[src/rtl/ssg_pkg.sv]
// Shared constants, sequencer codes, types and helpers for the sensor smoothing gate.
package ssg_pkg;

  localparam int unsigned SAMPLE_BITS_DEF = 16;
  localparam int unsigned VAL_W           = 32;
  localparam int unsigned ALPHA_W         = 17;
  localparam int unsigned BAND_W          = 31;
  localparam int unsigned CFG_IDX_W       = 3;
  localparam int unsigned CFG_DATA_W      = 32;
  localparam int unsigned FILL_W          = 2;

  localparam logic [ALPHA_W-1:0] ONE_Q16   = 17'd65536;
  localparam logic [FILL_W-1:0]  MED_TAPS  = 2'd3;

  // Register indexes of the configuration port
  localparam logic [CFG_IDX_W-1:0] REG_CAL_SCALE  = 3'd0;
  localparam logic [CFG_IDX_W-1:0] REG_CAL_OFFSET = 3'd1;
  localparam logic [CFG_IDX_W-1:0] REG_EMA_ALPHA  = 3'd2;
  localparam logic [CFG_IDX_W-1:0] REG_MEDIAN_ON  = 3'd3;
  localparam logic [CFG_IDX_W-1:0] REG_DEADBAND   = 3'd4;
  localparam logic [CFG_IDX_W-1:0] REG_THRESHOLD  = 3'd5;
  localparam logic [CFG_IDX_W-1:0] REG_HYST_WIDTH = 3'd6;

  // Sequencer steps
  localparam int unsigned ST_W = 3;
  localparam logic [ST_W-1:0] ST_IDLE = 3'd0;  // wait for a sample
  localparam logic [ST_W-1:0] ST_MCAL = 3'd1;  // multiply scale by raw
  localparam logic [ST_W-1:0] ST_SAT  = 3'd2;  // add offset, saturate
  localparam logic [ST_W-1:0] ST_MA   = 3'd3;  // multiply alpha by new value
  localparam logic [ST_W-1:0] ST_MB   = 3'd4;  // multiply (1-alpha) by previous
  localparam logic [ST_W-1:0] ST_SUM  = 3'd5;  // sum and round the average
  localparam logic [ST_W-1:0] ST_FILT = 3'd6;  // median window
  localparam logic [ST_W-1:0] ST_GATE = 3'd7;  // comparator, deadband, result

  typedef struct packed {
    logic start;       // sample accepted this cycle
    logic ema_bypass;  // calibrated value goes straight to the median stage
    logic out_free;    // result register can take a new beat
  } ssg_stat_t;

  function automatic logic signed [VAL_W-1:0] mid3(input logic signed [VAL_W-1:0] a,
                                                   input logic signed [VAL_W-1:0] b,
                                                   input logic signed [VAL_W-1:0] c);
    logic signed [VAL_W-1:0] lo;
    logic signed [VAL_W-1:0] hi;
    logic signed [VAL_W-1:0] m;
    lo = (a > b) ? b : a;
    hi = (a > b) ? a : b;
    if (c >= hi) begin
      m = hi;
    end else if (c <= lo) begin
      m = lo;
    end else begin
      m = c;
    end
    return m;
  endfunction

endpackage

[src/rtl/sensor_smooth_gate_pipeline_unit.sv]
// Top level of the single-channel sensor smoothing and gating block.
//
// One raw signed sample enters per input beat and produces exactly one result
// beat. The sample is calibrated as cal_scale*raw+cal_offset and saturated to
// signed Q15.16, smoothed by an exponential moving average (the first sample
// seeds it, alpha of 1.0 or more passes the value through), optionally run
// through a three-sample median (the first two samples pass through), then a
// hysteresis comparator around threshold sets level_active (hyst_width of zero
// holds the flag) and a deadband gate sets report (the first sample always
// reports). One multiplier is shared by the calibration and both EMA terms, so
// a sample takes one multiplier pass for calibration and two more for the
// average, which are skipped when the average is bypassed (first sample, alpha
// at 1.0 or above); the block takes no new sample until the last one has left
// the gate step. in_stall_o is high while a sample is at work. The result
// sits in an output register, so the next sample is accepted while the previous
// result still waits; a new result waits in the last step until that register
// frees. Configuration beats are taken while no sample is at work; any write to
// a defined register clears all filter state, and a write to an undefined index
// is dropped.
module sensor_smooth_gate_pipeline_unit import ssg_pkg::*; #(
  parameter int unsigned SAMPLE_BITS = SAMPLE_BITS_DEF
) (
  input  logic                          clk_i,
  input  logic                          rst_ni,
  // Sample input channel
  input  logic                          in_valid_i,
  output logic                          in_stall_o,
  input  logic signed [SAMPLE_BITS-1:0] raw_sample_i,
  // Result output channel
  output logic                          out_valid_o,
  input  logic                          out_stall_i,
  output logic signed [VAL_W-1:0]       filtered_value_o,
  output logic                          report_o,
  output logic                          level_active_o,
  // Configuration write channel
  input  logic                          cfg_valid_i,
  output logic                          cfg_ready_o,
  input  logic [CFG_IDX_W-1:0]          cfg_index_i,
  input  logic [CFG_DATA_W-1:0]         cfg_data_i
);

  // Multiplier B operand carries a raw sample or an 18-bit signed weight
  localparam int unsigned MUL_B_W = (SAMPLE_BITS > 18) ? SAMPLE_BITS : 18;
  localparam int unsigned PROD_W  = VAL_W + MUL_B_W;
  localparam int unsigned ACC_W   = PROD_W + 1;
  localparam logic signed [ACC_W-1:0] RND_HALF = ACC_W'(32768);

  // Configuration registers
  logic signed [VAL_W-1:0]   cal_scale_q;
  logic signed [VAL_W-1:0]   cal_offset_q;
  logic [ALPHA_W-1:0]        ema_alpha_q;
  logic                      median_on_q;
  logic [BAND_W-1:0]         deadband_q;
  logic signed [VAL_W-1:0]   threshold_q;
  logic [BAND_W-1:0]         hyst_width_q;

  // Filter state
  logic signed [VAL_W-1:0]   ema_prev_q;
  logic                      ema_valid_q;
  logic signed [VAL_W-1:0]   win_q [MED_TAPS];
  logic [FILL_W-1:0]         fill_q;
  logic signed [VAL_W-1:0]   last_rep_q;
  logic                      has_rep_q;
  logic                      active_q;

  // Working registers for the sample at work
  logic signed [SAMPLE_BITS-1:0] raw_q;
  logic signed [VAL_W-1:0]       cal_q;
  logic signed [ACC_W-1:0]       acc_q;
  logic signed [VAL_W-1:0]       ema_q;
  logic signed [VAL_W-1:0]       val_q;

  // Result register
  logic                      out_valid_q;
  logic signed [VAL_W-1:0]   out_val_q;
  logic                      out_rep_q;
  logic                      out_act_q;

  logic [ST_W-1:0]           state;
  ssg_stat_t                 stat;
  logic                      in_fire;
  logic                      cfg_fire;
  logic                      cfg_hit;

  logic signed [VAL_W-1:0]   mul_a;
  logic signed [MUL_B_W-1:0] mul_b;
  logic signed [PROD_W-1:0]  prod;

  assign in_stall_o  = (state != ST_IDLE);
  assign cfg_ready_o = (state == ST_IDLE);
  assign in_fire     = in_valid_i && !in_stall_o;
  assign cfg_fire    = cfg_valid_i && cfg_ready_o;
  assign cfg_hit     = cfg_fire && (cfg_index_i <= REG_HYST_WIDTH);

  assign stat.start      = in_fire;
  assign stat.ema_bypass = !ema_valid_q || ema_alpha_q[ALPHA_W-1];
  assign stat.out_free   = !out_valid_q || !out_stall_i;

  ssg_seq u_seq (
    .clk_i   (clk_i),
    .rst_ni  (rst_ni),
    .stat_i  (stat),
    .state_o (state)
  );

  // Pick the operands for the shared multiplier by step
  always_comb begin
    mul_a = cal_q;
    mul_b = MUL_B_W'(ema_alpha_q[ALPHA_W-2:0]);
    case (state)
      ST_MCAL: begin
        mul_a = cal_scale_q;
        mul_b = MUL_B_W'(raw_q);
      end
      ST_MB: begin
        mul_a = ema_prev_q;
        mul_b = MUL_B_W'(ONE_Q16 - {1'b0, ema_alpha_q[ALPHA_W-2:0]});
      end
      default: begin
        mul_a = cal_q;
        mul_b = MUL_B_W'(ema_alpha_q[ALPHA_W-2:0]);
      end
    endcase
  end

  ssg_mul #(
    .A_W (VAL_W),
    .B_W (MUL_B_W)
  ) u_mul (
    .clk_i  (clk_i),
    .op_a_i (mul_a),
    .op_b_i (mul_b),
    .prod_o (prod)
  );

  // Calibration: add offset to the product and clamp to Q15.16
  logic signed [ACC_W-1:0] cal_sum;
  logic signed [VAL_W-1:0] cal_sat;
  logic                    cal_fits;

  assign cal_sum  = ACC_W'(prod) + ACC_W'(cal_offset_q);
  assign cal_fits = (&cal_sum[ACC_W-1:VAL_W-1]) || !(|cal_sum[ACC_W-1:VAL_W-1]);
  assign cal_sat  = cal_fits ? cal_sum[VAL_W-1:0]
                  : (cal_sum[ACC_W-1] ? {1'b1, {(VAL_W-1){1'b0}}}
                                      : {1'b0, {(VAL_W-1){1'b1}}});

  // EMA: the arithmetic shift floors the rounded sum, which stays in range
  logic signed [ACC_W-1:0] ema_sum;
  logic signed [VAL_W-1:0] ema_new;

  assign ema_sum = acc_q + ACC_W'(prod);
  assign ema_new = ema_sum[VAL_W+15:16];

  // Median window: fill, then slide
  logic signed [VAL_W-1:0] val_new;
  always_comb begin
    val_new = ema_q;
    if (median_on_q) begin
      if (fill_q == MED_TAPS) begin
        val_new = mid3(win_q[1], win_q[2], ema_q);
      end else if (fill_q == FILL_W'(MED_TAPS - 2'd1)) begin
        val_new = mid3(win_q[0], win_q[1], ema_q);
      end
    end
  end

  // Comparator and deadband on the final value
  logic signed [VAL_W:0] val_x;
  logic signed [VAL_W:0] hi_bound;
  logic signed [VAL_W:0] lo_bound;
  logic signed [VAL_W:0] diff;
  logic [VAL_W:0]        diff_mag;
  logic                  act_new;
  logic                  moved;

  assign val_x    = {val_q[VAL_W-1], val_q};
  assign hi_bound = {threshold_q[VAL_W-1], threshold_q} + {2'b00, hyst_width_q};
  assign lo_bound = {threshold_q[VAL_W-1], threshold_q} - {2'b00, hyst_width_q};
  assign diff     = val_x - {last_rep_q[VAL_W-1], last_rep_q};
  assign diff_mag = diff[VAL_W] ? (VAL_W+1)'(-diff) : diff;
  assign moved    = diff_mag > {2'b00, deadband_q};

  always_comb begin
    act_new = active_q;
    if (hyst_width_q != '0) begin
      if (!active_q && (val_x >= hi_bound)) begin
        act_new = 1'b1;
      end else if (active_q && (val_x <= lo_bound)) begin
        act_new = 1'b0;
      end
    end
  end

  // Configuration registers
  always_ff @(posedge clk_i or negedge rst_ni) begin
    if (!rst_ni) begin
      cal_scale_q  <= VAL_W'(ONE_Q16);
      cal_offset_q <= '0;
      ema_alpha_q  <= ONE_Q16;
      median_on_q  <= 1'b0;
      deadband_q   <= '0;
      threshold_q  <= '0;
      hyst_width_q <= '0;
    end else if (cfg_fire) begin
      unique case (cfg_index_i)
        REG_CAL_SCALE:  cal_scale_q  <= cfg_data_i;
        REG_CAL_OFFSET: cal_offset_q <= cfg_data_i;
        REG_EMA_ALPHA:  ema_alpha_q  <= cfg_data_i[ALPHA_W-1:0];
        REG_MEDIAN_ON:  median_on_q  <= cfg_data_i[0];
        REG_DEADBAND:   deadband_q   <= cfg_data_i[BAND_W-1:0];
        REG_THRESHOLD:  threshold_q  <= cfg_data_i;
        REG_HYST_WIDTH: hyst_width_q <= cfg_data_i[BAND_W-1:0];
        default: ;  // drop writes to undefined indexes
      endcase
    end
  end

  // Filter state: advance per step, clear on any defined config write
  always_ff @(posedge clk_i or negedge rst_ni) begin
    if (!rst_ni) begin
      ema_prev_q  <= '0;
      ema_valid_q <= 1'b0;
      win_q[0]    <= '0;
      win_q[1]    <= '0;
      win_q[2]    <= '0;
      fill_q      <= '0;
      last_rep_q  <= '0;
      has_rep_q   <= 1'b0;
      active_q    <= 1'b0;
    end else if (cfg_hit) begin
      ema_prev_q  <= '0;
      ema_valid_q <= 1'b0;
      win_q[0]    <= '0;
      win_q[1]    <= '0;
      win_q[2]    <= '0;
      fill_q      <= '0;
      last_rep_q  <= '0;
      has_rep_q   <= 1'b0;
      active_q    <= 1'b0;
    end else begin
      case (state)
        ST_SAT: if (!ema_valid_q) begin
          ema_prev_q  <= cal_sat;
          ema_valid_q <= 1'b1;
        end
        ST_SUM: ema_prev_q <= ema_new;
        ST_FILT: if (median_on_q) begin
          if (fill_q == MED_TAPS) begin
            win_q[0] <= win_q[1];
            win_q[1] <= win_q[2];
            win_q[2] <= ema_q;
          end else begin
            win_q[fill_q] <= ema_q;
            fill_q        <= fill_q + 2'd1;
          end
        end
        ST_GATE: if (stat.out_free) begin
          active_q <= act_new;
          if (!has_rep_q || moved) begin
            last_rep_q <= val_q;
            has_rep_q  <= 1'b1;
          end
        end
        default: ;
      endcase
    end
  end

  // Working registers of the sample at work
  always_ff @(posedge clk_i) begin
    if (in_fire) begin
      raw_q <= raw_sample_i;
    end
    if (state == ST_SAT) begin
      cal_q <= cal_sat;
      ema_q <= cal_sat;
    end
    if (state == ST_MB) begin
      acc_q <= ACC_W'(prod) + RND_HALF;
    end
    if (state == ST_SUM) begin
      ema_q <= ema_new;
    end
    if (state == ST_FILT) begin
      val_q <= val_new;
    end
  end

  // Result register: load in the last step, hold while stalled
  always_ff @(posedge clk_i or negedge rst_ni) begin
    if (!rst_ni) begin
      out_valid_q <= 1'b0;
    end else if ((state == ST_GATE) && stat.out_free) begin
      out_valid_q <= 1'b1;
    end else if (!out_stall_i) begin
      out_valid_q <= 1'b0;
    end
  end

  always_ff @(posedge clk_i) begin
    if ((state == ST_GATE) && stat.out_free) begin
      out_val_q <= val_q;
      out_rep_q <= !has_rep_q || moved;
      out_act_q <= act_new;
    end
  end

  assign out_valid_o      = out_valid_q;
  assign filtered_value_o = out_val_q;
  assign report_o         = out_rep_q;
  assign level_active_o   = out_act_q;

endmodule

[src/rtl/ssg_mul.sv]
// Shared signed multiplier with a registered product.
module ssg_mul import ssg_pkg::*; #(
  parameter int unsigned A_W = 32,
  parameter int unsigned B_W = 18
) (
  input  logic                       clk_i,
  input  logic signed [A_W-1:0]      op_a_i,
  input  logic signed [B_W-1:0]      op_b_i,
  output logic signed [A_W+B_W-1:0]  prod_o
);

  logic signed [A_W+B_W-1:0] prod_q;

  always_ff @(posedge clk_i) begin
    prod_q <= (A_W+B_W)'(op_a_i) * (A_W+B_W)'(op_b_i);
  end

  assign prod_o = prod_q;

endmodule

[src/rtl/ssg_seq.sv]
// Step sequencer that walks one sample through the shared multiplier.
module ssg_seq import ssg_pkg::*; (
  input  logic             clk_i,
  input  logic             rst_ni,
  input  ssg_stat_t        stat_i,
  output logic [ST_W-1:0]  state_o
);

  logic [ST_W-1:0] state_q;
  logic [ST_W-1:0] state_d;

  always_comb begin
    state_d = state_q;
    unique case (state_q)
      ST_IDLE: if (stat_i.start) begin
        state_d = ST_MCAL;
      end
      ST_MCAL: state_d = ST_SAT;
      ST_SAT:  state_d = stat_i.ema_bypass ? ST_FILT : ST_MA;
      ST_MA:   state_d = ST_MB;
      ST_MB:   state_d = ST_SUM;
      ST_SUM:  state_d = ST_FILT;
      ST_FILT: state_d = ST_GATE;
      ST_GATE: if (stat_i.out_free) begin
        state_d = ST_IDLE;
      end
      default: state_d = ST_IDLE;
    endcase
  end

  always_ff @(posedge clk_i or negedge rst_ni) begin
    if (!rst_ni) begin
      state_q <= ST_IDLE;
    end else begin
      state_q <= state_d;
    end
  end

  assign state_o = state_q;

endmodule

[config.mk]
export PLATFORM = sky130hd
export DESIGN_NAME = sensor_smooth_gate_pipeline_unit
export DESIGN_NICKNAME = d
export VERILOG_FILES = /design/src/rtl/ssg_pkg.sv /design/src/rtl/sensor_smooth_gate_pipeline_unit.sv /design/src/rtl/ssg_mul.sv /design/src/rtl/ssg_seq.sv
export SDC_FILE = /design/constraint.sdc
export NUM_CORES = 2
export LEC_CHECK = 0
export BUFFER_PORTS_ARGS = -buffer_cell sky130_fd_sc_hd__buf_2
export CORE_UTILIZATION = 45
export CTS_CLUSTER_SIZE = 14
export DETAILED_ROUTE_END_ITERATION = 16
export SYNTH_ARGS = -nofsm -noshare
export SYNTH_HDL_FRONTEND = slang
export SYNTH_SLANG_ARGS = --single-unit
export TNS_END_PERCENT = 50
[constraint.sdc]
create_clock -name clk_i -period 8.4 [get_ports clk_i]
set_clock_uncertainty 0.1 [all_clocks]
set_input_delay 1.68 -clock clk_i [delete_from_list [all_inputs] [get_ports clk_i]]
set_output_delay 1.68 -clock clk_i [all_outputs]
set_load 0.1 [all_outputs]
==> results.cfg <==
[outcome]
status = completed

[route]
routed-via-count = 51434
routed_wl_mm = 206
wl_per_cell_um = 23.5
drc = 0
antenna_left = 0
drt_iter0_drc = 4432
vias_per_cell = 5.84
dr.pass1.iters = 9

[run]
max_cap_viol_count = 0

[placed_design]
placed_area_um2 = 67300
port_buffers = 92
place.gp.congestion = 0.950
dp_hpwl_mm = 165

[synthesis]
ys_types = 92
synthArstFlopShare = 0.586
ys_ff_latch = 589
avgSynthCellArea_um2 = 9.34
synth.most_common_cell = inv_1
ys.flop_type = dfrtp_1
yosys.area.top_type = fa_1
syn_inst = 6669
syn_nets = 7889
synth_area_um2 = 62300
synthTopCellsByCount = inv_1 (881), nand2_1 (682), ha_1 (607)
yosys-top-cells-area = fa_1 (18%), dfrtp_1 (14%), ha_1 (12%)
ys.warnings.count = 0
synth_top_area_frac = 0.179
yosysSeqAreaShare = 0.248
synth_edf_count = 194

[global_routing]
first_global_vias = 52151
grt_max_degree = 123
antenna_found_initial = 10
grt_pass1_wl_mm = 317
grt.total_usage = 0.295
overflow = 0

[layout]
syn2layout_area_growth_pct = 12.9
final_nets = 8166
drive_gt1_frac = 0.135
largest_reg_flops = 96
final_cell_area_um2 = 70400
regMostFlops = win_q

[setup_path]
worstSetupStartpointType = register
crit_top_cell = fa_1
worstSetupPathType = reg2reg
crit_arrival_ns = 8.81
slowest_delay_ns = 0.57
cp_slowest_cell = fa_1
crit_required_ns = 8.84
cp_max_fo = 7
end_kind = register

[floorplanning]
start_util = 0.453
chipWidth_um = 374
dieArea_um2 = 140000
core_um2 = 137000
num_rows = 136
die_h_um = 374
io_pins = 93

[clocking]
root_buffer = clkbuf_16
clkTransAtPathRegs_ns = 0.06
cts.sinks = 589
htree_levels = 3
cts_buffers = 71
clockBufferDepth = 3
clkLatencyLatePin_ns = 0.70
tritoncts = done

[sta]
tightestPinTransition_ns = 1.42
hold_violations = 0
clock.fmax_mhz = 119
rsz0062_at_grt = yes
min_period_ns = 8.37
finalSetupViolCount = 0
finalMaxSlewViolations = 0
period_share = 0.997
slew_headroom = 0.0521

[min_path]
min_path_type = reg2reg
## logic make-up (layout without fill, tap and decap cells)
kind of cell,after synthesis,in the layout,synth area share
XOR/XNOR,248,248,0.0349
adder cells (fa/ha/maj),1164,1164,0.301
flip-flops,589,589,0.248
AND/OR/NAND/NOR,1769,1769,0.130
AO/OA/AOI/OAI,1412,1412,0.157
other,0,2,0
buffers and inverters,1159,1495,0.0702
multiplexers,328,328,0.0587
## cell type report
class / count / area, um2
Fill cell: 12848 / 67100
Clock buffer: 96 / 2020
Inverter: 884 / 3320
Timing Repair Buffer: 479 / 3790
Multi-Input combinational cell: 4921 / 43000
Tap cell: 1794 / 2240
Sequential cell: 589 / 15500
Clock inverter: 36 / 510
Antenna cell: 2 / 5.00
## worst max-delay path, delay by kind of cell (launching register included)
| family | cells | cell delay, ns |
|---|---|---|
| adder cells (fa/ha/maj) | 8 | 3.31 |
| flip-flops | 1 | 0.38 |
| AND/OR/NAND/NOR | 10 | 2.32 |
| buffers and inverters | 6 | 0.55 |
| AO/OA/AOI/OAI | 7 | 1.43 |
| XOR/XNOR | 1 | 0.13 |
## repair_timing
| action | CTS | global route |
|---|---|---|
| gates resized for setup | 48 | 49 |
| pin swaps | 36 | 19 |
| setup endpoints to repair | 18 | 22 |
| hold buffers | 0 | 0 |
| buffers inserted | 4 | 4 |
## metrics by stage
stage / utilization / worst slack, ns / setup TNS [ns] / instances / hold WS (ns)
finish: 0.512 / 0.0261 / 0 / 8801 / 0.392
detailed placement: 0.490 / -0.522 / -5.26 / 8658 / 0.383
CTS: 0.510 / -0.0812 / -0.184 / 8794 / 0.396
floorplan: - / 0.0141 / 0 / 6669 / 0.326
global route: 0.512 / -0.239 / -1.40 / 8800 / 0.405
global placement: 0.490 / -0.381 / -3.24 / 8658 / 0.372
## final timing paths
check | start | end | slack [ns] | cells past startpoint
max in group asynchronous | rst_ni | last_rep_q[0]$_DFFE_PN0P_ | 6.04 | 2
worst min register to register | u_mul.prod_o[2]$_DFF_P_ | acc_q[2]$_DFFE_PN_ | 0.39 | 0
worst max-delay path | ema_alpha_q[0]$_DFFE_PN0P_ | u_mul.prod_o[38]$_DFF_P_ | 0.03 | 32
worst max register to register | ema_alpha_q[0]$_DFFE_PN0P_ | u_mul.prod_o[38]$_DFF_P_ | 0.03 | 32
worst min-delay path | u_mul.prod_o[2]$_DFF_P_ | acc_q[2]$_DFFE_PN_ | 0.39 | 0
min in group asynchronous | rst_ni | win_q[58]$_DFFE_PN0P_ | 0.79 | 1
## metal layers
layer,global-route usage,routed length [um],vias to the layer above
li1,-,-,23573
met1,0.397,89800,25798
met2,0.477,95000,1694
met3,0.0446,13000,365
met4,0.111,8560,4
met5,0,26,-
## cell usage in the layout (no fill, tap or decap), drive strengths merged, types with 35 or more instances in the layout
cell and instances:
fa 557, nand2b 51, dfrtp 343, a221oi 51
a22oi 88, nand3 79, o21bai 41, clkbuf 97
nor3 72, a221o 43, and2 58, o21a 53
buf 478, dfxtp 50, ha 607, o211ai 49
a21o 188, mux2i 118, xnor2 180, a31oi 35
nor2b 62, a21oi 331, mux2 210, inv 884
nand4 105, o31ai 85, a22o 52, xor2 68
edfxtp 194, o21ai 186, nand2 682, nor2 493
Power is left out: the tool's default activity adds up to more than one toggle a clock period on the data nets, which glitch-free logic cannot reach.
